### src/rtl/core/lfu_pkg.sv
package lfu_pkg;

    localparam int FC_W        = 5;
    localparam int FRAME_IDX_W = 4;
    localparam int M_DATA_W    = 8;

    localparam logic [FC_W-1:0] FC_RESET = 5'd16;

    typedef enum logic [1:0] {
        ST_IDLE,
        ST_READ,
        ST_CMP,
        ST_WRITE
    } lfu_state_t;

endpackage

### src/rtl/core/lfu_page_replacement_top.sv
// Each reference is handled in turn: the scan steps through READ then CMP for each frame in use,
// from frame zero upwards, and a hit ends it early; WRITE then updates the frame and the result.
// A new reference is taken only once the previous one has left WRITE, which can stall on m_tready;
// the scan reads one frame at a time through a single registered port and one compare unit.
// Reset (aresetn low, synchronous): all frames empty, logical clock zero, frame count 16.
// A frame count write clears every frame at once and restarts the logical clock.
module lfu_page_replacement_top
    import lfu_pkg::*;
#(
    parameter int MAX_FRAME_SLOTS = 16,
    parameter int PAGE_BITS       = 16,
    parameter int COUNTER_BITS    = 32
) (
    input  logic                                aclk,
    input  logic                                aresetn,
    input  logic                                cfg_valid,
    output logic                                cfg_ready,
    input  logic [FC_W-1:0]                     cfg_data,   // frame_count
    input  logic                                s_tvalid,
    output logic                                s_tready,
    input  logic [((PAGE_BITS+7)/8)*8-1:0]      s_tdata,    // page_number
    output logic                                m_tvalid,
    input  logic                                m_tready,
    output logic [M_DATA_W-1:0]                 m_tdata,    // frame_index, zero fill
    output logic                                m_tuser     // hit
);

    localparam int IDX_W = (MAX_FRAME_SLOTS > 1) ? $clog2(MAX_FRAME_SLOTS) : 1;
    localparam int LIM_W = ($clog2(MAX_FRAME_SLOTS + 1) > FC_W) ?
                           $clog2(MAX_FRAME_SLOTS + 1) : FC_W;

    lfu_state_t state_reg, state_next;

    logic [FC_W-1:0]            fc_reg, fc_next;
    logic [IDX_W-1:0]           idx_reg, idx_next;
    logic [PAGE_BITS-1:0]       page_reg, page_next;
    logic [COUNTER_BITS-1:0]    clock_reg, clock_next;
    logic [MAX_FRAME_SLOTS-1:0] valid_reg;
    logic                       found_empty_reg, found_empty_next;
    logic [IDX_W-1:0]           empty_idx_reg, empty_idx_next;
    logic [IDX_W-1:0]           best_idx_reg, best_idx_next;
    logic [COUNTER_BITS-1:0]    best_cnt_reg, best_cnt_next;
    logic [COUNTER_BITS-1:0]    best_time_reg, best_time_next;
    logic                       hit_reg, hit_next;
    logic [IDX_W-1:0]           sel_idx_reg, sel_idx_next;
    logic [COUNTER_BITS-1:0]    hit_cnt_reg, hit_cnt_next;
    logic                       m_tvalid_reg, m_tvalid_next;
    logic                       m_hit_reg, m_hit_next;
    logic [FRAME_IDX_W-1:0]     m_idx_reg, m_idx_next;

    // Frame stores: one write port and one registered read port each.
    logic [PAGE_BITS-1:0]       page_mem [MAX_FRAME_SLOTS];
    logic [COUNTER_BITS-1:0]    cnt_mem  [MAX_FRAME_SLOTS];
    logic [COUNTER_BITS-1:0]    time_mem [MAX_FRAME_SLOTS];
    logic [PAGE_BITS-1:0]       rd_page_reg;
    logic [COUNTER_BITS-1:0]    rd_cnt_reg;
    logic [COUNTER_BITS-1:0]    rd_time_reg;

    logic [LIM_W-1:0]           fc_ext;
    logic [LIM_W-1:0]           lim;
    logic [IDX_W-1:0]           last_idx;
    logic                       vld_cur;
    logic                       match;
    logic                       is_last;
    logic                       better;
    logic                       out_free;
    logic                       s_accept;
    logic                       cfg_accept;
    logic                       commit;
    logic [COUNTER_BITS-1:0]    wr_cnt;

    // A stored count of zero acts as one frame; anything above the slot count is clamped.
    always_comb begin
        fc_ext = LIM_W'(fc_reg);
        if (fc_ext == '0) begin
            lim = LIM_W'(1);
        end else if (fc_ext > LIM_W'(MAX_FRAME_SLOTS)) begin
            lim = LIM_W'(MAX_FRAME_SLOTS);
        end else begin
            lim = fc_ext;
        end
    end
    assign last_idx = IDX_W'(lim - LIM_W'(1));

    assign cfg_ready  = (state_reg == ST_IDLE);
    assign s_tready   = (state_reg == ST_IDLE) && !cfg_valid;
    assign s_accept   = s_tvalid && s_tready;
    assign cfg_accept = cfg_valid && cfg_ready;
    assign out_free   = !m_tvalid_reg || m_tready;
    assign commit     = (state_reg == ST_WRITE) && out_free;

    // The shared compare unit: page match plus count/timestamp ordering for the victim.
    assign vld_cur = valid_reg[idx_reg];
    assign match   = vld_cur && (rd_page_reg == page_reg);
    assign is_last = (idx_reg == last_idx);
    assign better  = (idx_reg == '0) || (rd_cnt_reg < best_cnt_reg) ||
                     ((rd_cnt_reg == best_cnt_reg) && (rd_time_reg < best_time_reg));

    assign wr_cnt = hit_reg ? ((&hit_cnt_reg) ? hit_cnt_reg : hit_cnt_reg + 1'b1)
                            : COUNTER_BITS'(1);

    always_comb begin
        state_next = state_reg;
        case (state_reg)
            ST_IDLE: begin
                if (s_accept) begin
                    state_next = ST_READ;
                end
            end
            ST_READ: begin
                state_next = ST_CMP;
            end
            ST_CMP: begin
                if (match || is_last) begin
                    state_next = ST_WRITE;
                end else begin
                    state_next = ST_READ;
                end
            end
            ST_WRITE: begin
                if (out_free) begin
                    state_next = ST_IDLE;
                end
            end
            default: begin
                state_next = ST_IDLE;
            end
        endcase
    end

    always_comb begin
        fc_next          = fc_reg;
        idx_next         = idx_reg;
        page_next        = page_reg;
        clock_next       = clock_reg;
        found_empty_next = found_empty_reg;
        empty_idx_next   = empty_idx_reg;
        best_idx_next    = best_idx_reg;
        best_cnt_next    = best_cnt_reg;
        best_time_next   = best_time_reg;
        hit_next         = hit_reg;
        sel_idx_next     = sel_idx_reg;
        hit_cnt_next     = hit_cnt_reg;
        m_tvalid_next    = m_tvalid_reg && !m_tready;
        m_hit_next       = m_hit_reg;
        m_idx_next       = m_idx_reg;
        case (state_reg)
            ST_IDLE: begin
                if (cfg_accept) begin
                    fc_next    = cfg_data;
                    clock_next = '0;
                end else if (s_accept) begin
                    page_next        = s_tdata[PAGE_BITS-1:0];
                    clock_next       = (&clock_reg) ? clock_reg : clock_reg + 1'b1;
                    idx_next         = '0;
                    found_empty_next = 1'b0;
                    hit_next         = 1'b0;
                end
            end
            ST_CMP: begin
                if (match) begin
                    hit_next     = 1'b1;
                    sel_idx_next = idx_reg;
                    hit_cnt_next = rd_cnt_reg;
                end else begin
                    if (!vld_cur && !found_empty_reg) begin
                        found_empty_next = 1'b1;
                        empty_idx_next   = idx_reg;
                    end
                    // The victim is only taken when every frame in use is valid.
                    if (better) begin
                        best_idx_next  = idx_reg;
                        best_cnt_next  = rd_cnt_reg;
                        best_time_next = rd_time_reg;
                    end
                    if (is_last) begin
                        hit_next = 1'b0;
                        if (found_empty_reg) begin
                            sel_idx_next = empty_idx_reg;
                        end else if (!vld_cur || better) begin
                            sel_idx_next = idx_reg;
                        end else begin
                            sel_idx_next = best_idx_reg;
                        end
                    end else begin
                        idx_next = idx_reg + 1'b1;
                    end
                end
            end
            ST_WRITE: begin
                if (out_free) begin
                    m_tvalid_next = 1'b1;
                    m_hit_next    = hit_reg;
                    m_idx_next    = FRAME_IDX_W'(sel_idx_reg);
                end
            end
            default: begin
            end
        endcase
    end

    always_ff @(posedge aclk) begin
        if (!aresetn) begin
            state_reg    <= ST_IDLE;
            fc_reg       <= FC_RESET;
            clock_reg    <= '0;
            valid_reg    <= '0;
            m_tvalid_reg <= 1'b0;
        end else begin
            state_reg    <= state_next;
            fc_reg       <= fc_next;
            clock_reg    <= clock_next;
            m_tvalid_reg <= m_tvalid_next;
            if (cfg_accept) begin
                valid_reg <= '0;
            end else if (commit) begin
                valid_reg[sel_idx_reg] <= 1'b1;
            end
        end
    end

    always_ff @(posedge aclk) begin
        idx_reg         <= idx_next;
        page_reg        <= page_next;
        found_empty_reg <= found_empty_next;
        empty_idx_reg   <= empty_idx_next;
        best_idx_reg    <= best_idx_next;
        best_cnt_reg    <= best_cnt_next;
        best_time_reg   <= best_time_next;
        hit_reg         <= hit_next;
        sel_idx_reg     <= sel_idx_next;
        hit_cnt_reg     <= hit_cnt_next;
        m_hit_reg       <= m_hit_next;
        m_idx_reg       <= m_idx_next;
    end

    always_ff @(posedge aclk) begin
        if (state_reg == ST_READ) begin
            rd_page_reg <= page_mem[idx_reg];
            rd_cnt_reg  <= cnt_mem[idx_reg];
            rd_time_reg <= time_mem[idx_reg];
        end
        if (commit) begin
            page_mem[sel_idx_reg] <= page_reg;
            cnt_mem[sel_idx_reg]  <= wr_cnt;
            time_mem[sel_idx_reg] <= clock_reg;
        end
    end

    assign m_tvalid = m_tvalid_reg;
    assign m_tuser  = m_hit_reg;
    assign m_tdata  = M_DATA_W'(m_idx_reg);

    a_accept_starts_scan: assert property (@(posedge aclk) disable iff (!aresetn)
        s_accept |=> (state_reg == ST_READ) && (idx_reg == '0))
        else $error("accepted reference did not start a scan at frame zero");

    a_scan_in_range: assert property (@(posedge aclk) disable iff (!aresetn)
        (state_reg == ST_CMP) |-> (idx_reg <= last_idx))
        else $error("scan index beyond the frames in use");

    a_commit_sets_valid: assert property (@(posedge aclk) disable iff (!aresetn)
        commit |=> valid_reg[$past(sel_idx_reg)])
        else $error("written frame not marked valid");

    a_clock_advances: assert property (@(posedge aclk) disable iff (!aresetn)
        s_accept |=> (clock_reg != '0))
        else $error("logical clock still zero after a reference");

    a_result_after_commit: assert property (@(posedge aclk) disable iff (!aresetn)
        commit |=> m_tvalid_reg && (m_tuser == $past(hit_reg)))
        else $error("result not presented after frame update");

endmodule
### config.mk
export PLATFORM = sky130hd
export DESIGN_NAME = lfu_page_replacement_top
export DESIGN_NICKNAME = d
export VERILOG_FILES = /design/src/rtl/core/lfu_pkg.sv /design/src/rtl/core/lfu_page_replacement_top.sv
export SDC_FILE = /design/constraint.sdc
export NUM_CORES = 2
export LEC_CHECK = 0
export BUFFER_PORTS_ARGS = -buffer_cell sky130_fd_sc_hd__buf_2
export CAP_MARGIN = 20
export CORE_MARGIN = 3
export CORE_UTILIZATION = 57
export DETAILED_ROUTE_END_ITERATION = 7
export GPL_TIMING_DRIVEN = 1
export HOLD_SLACK_MARGIN = 0.08
export PLACE_DENSITY = 0.77
export SLEW_MARGIN = 20
export SYNTH_ARGS = -nofsm -noshare
export SYNTH_HDL_FRONTEND = slang
export SYNTH_SLANG_ARGS = --single-unit
### constraint.sdc
create_clock -name aclk -period 7.9 [get_ports aclk]
set_input_delay 0.79 -clock aclk [delete_from_list [all_inputs] [get_ports aclk]]
set_output_delay 0.79 -clock aclk [all_outputs]
set_load 0.02 [all_outputs]
==> flow_summary.ini <==
[status]
outcome = complete, no violations

[setup_path]
cp-end-kind = register
max_stage_delay_ns = 0.71
cp_top_family = compound AO/OA/AOI/OAI gates
startpoint_type = register
crit_top_cell = buf_4
crit_required_ns = 8.27
crit_buf_inv = 2
worstSetupPathType = register to register
worst_ep_arrival_time_ns = 4.57
cp_max_fo = 48
path_cells = ha_1 -> a21oi_1 -> nor2b_1 -> o21ai_0 -> nand4_1 -> a2111oi_0 -> buf_4 -> o211a_4 -> buf_4
cp_slowest_cell = o21ai_0

[placement]
post_dp_cell_area_um2 = 61800
gp_congestion = 0.785
port_buffers = 33
dp_slack_ns = 3.54
dpl.hpwl_mm = 66.6

[routing]
vias = 28400
drtIter0Drc = 3877
routedWlPerCell_um = 30.8
drc_errors = 0
ant_nets = 0
dr.pass1.iters = 5
drt-total-wl_mm = 134
vias_per_cell = 6.53

[synth]
synth_edf_count = 1495
syn-cell-area_um2 = 59700
synth-main-ff-cell = edfxtp_1
async_flop_share_pct = 0
postSynthCellCount = 2724
ys_seq_elements = 1551
yosys.area.top_type_share_pct = 75.2
synth.distinct_cells = 50
avgSynthCellArea_um2 = 21.9
ys_top_cells_by_area = edfxtp_1 (75%), mux4_2 (15%), dfxtp_1 (1.9%)
synth_top_area_cell = edfxtp_1
yosysWarnings = 0
ys_seq_area_share_pct = 77.1

[sta]
tns_ns = 0
slew_violations = 0
timing.final.crit_period_ns = 4.20
finClkSkew_ns = 0.0305
setup_slack_ns = 3.70
clock.fmax_ghz = 0.238
relSlewSlack_pct = 23.3
setup-violations-final = 0
finalHoldViolations = 0
timing.final.crit_share_pct = 53.1
rsz0062_at_grt = false
tightest_slew_ns = 1.15

[clock_tree]
clk_pin_slew_ns = 0.07
cts_sinks = 1551
clk_latency_ns = 0.76
hold_buffers = 0
cts-root-buf = clkbuf_16
clockBufferDepth = 3
htreeDepth = 4
cts_setup_buffers = 0
cts_tree = built
post_cts_resized = 0
numCtsBuffers = 147

[finish]
reg.largest.list = cnt_mem: 512 flops, time_mem: 512 flops, page_mem: 256 flops
area_growth_pct = 11.0
final_common_cell = edfxtp_1
final_cell_mix = edfxtp_1 (1495), mux4_2 (405), clkbuf_16 (148)
drive_above_1_share_pct = 23.9
fin_area_um2 = 66300
nets = 2951

[die]
dieArea_um2 = 109000
placementRows = 118
core-area_um2 = 104000
initial_utilization_pct = 57.5
fp.dieW_um = 330
io-pin-count = 38
chipHeight_um = 330

[pwr]
powerDensity_nw_per_um2 = 244
p_leak_nw = 20.0
ir_worst_vdd_v = 0.000208

[job]
drv_cap = 0

[grt]
grt_usage_pct = 25.3
grt_pass1_vias = 29300
grt_pass1_wl_mm = 197
antenna_found_initial = 3
grt_max_degree = 138
grt_overflow = 0

[worst_hold_path]
hold_path_class = primary input to register
[routing by layer]
metal | up-vias | wire length (µm) | global-route usage, %
li1 | 11500 | - | -
met3 | 316 | 12500 | 5.27
met4 | 2 | 4740 | 9.65
met5 | - | 8 | 0
met1 | 14900 | 49600 | 34.5
met2 | 1678 | 67400 | 41.0
[metrics by stage]
| stage | power (mW) | hold slack [ns] | utilization (%) | instances |
|---|---|---|---|---|
| final | 16.2 | 0.219 | 63.8 | 4352 |
| after global routing | 16.6 | 0.198 | 63.8 | 4350 |
| after CTS | 16.3 | 0.167 | 63.8 | 4349 |
| after detailed placement | 9.73 | 0.446 | 59.5 | 4087 |
| after global placement | 9.71 | 0.437 | 59.5 | 4086 |
| after floorplan | 9.57 | 0.417 | - | 2727 |
[synthesized netlist by cell type (8+ instances only)]
| library cell | count |
|---|---|
| edfxtp_1 | 1495 |
| mux4_2 | 405 |
| nor2_1 | 106 |
| inv_1 | 81 |
| clkbuf_1 | 76 |
| ha_1 | 68 |
| nand2_1 | 59 |
| dfxtp_1 | 56 |
| xnor2_1 | 51 |
| nand3_1 | 39 |
| and2_1 | 34 |
| xor2_1 | 29 |
| a21oi_1 | 28 |
| nand4_1 | 27 |
| nor3_1 | 24 |
| buf_1 | 22 |
| o21ai_0 | 14 |
| nor4_1 | 12 |
| or3_1 | 10 |
| a21boi_0 | 9 |
| and3_1 | 8 |
| and4_1 | 8 |
[area by class of cell]
type,count,area [µm²]
well taps,1380,1730
flip-flops and latches,1551,46000
clock buffers,203,3960
multi-input cells,987,13100
diodes,2,5.00
repair buffers,89,684
inverters,81,309
clock inverters,59,474
fillers,6473,37500
[path summary, 6_finish.rpt]
path,start,slack (ns),cells after the start,endpoint
max,rd_time_reg[29]$_DFFE_PN_,3.70,9,best_cnt_reg[14]$_DFFE_PP_
min,s_tdata[6],0.22,1,page_reg[6]$_DFFE_PP_
max reg2reg,rd_time_reg[29]$_DFFE_PN_,3.70,9,best_cnt_reg[14]$_DFFE_PP_
min reg2reg,rd_time_reg[0]$_DFFE_PN_,0.45,0,best_time_reg[0]$_DFFE_PP_
[cells by family (layout without fill, tap and decap cells)]
kind of cell	count (synthesis)	in the layout	synth area share, %
flops	1551	1551	77.1
fa+ha+maj	68	68	1.43
buf+inv	189	432	1.24
mux	407	407	15.3
simple gates	345	345	2.85
compound gates	83	83	0.899
other cells	1	6	0.00628
xor+xnor	80	80	1.17
[power by group]
part / internal, mW / leakage (nW) / switching, mW
clock: 3.65 / 2.17 / 2.94
sequential: 8.97 / 13.2 / 0.0427
combinational: 0.248 / 4.59 / 0.294
Power figures use the tool's default switching activity.
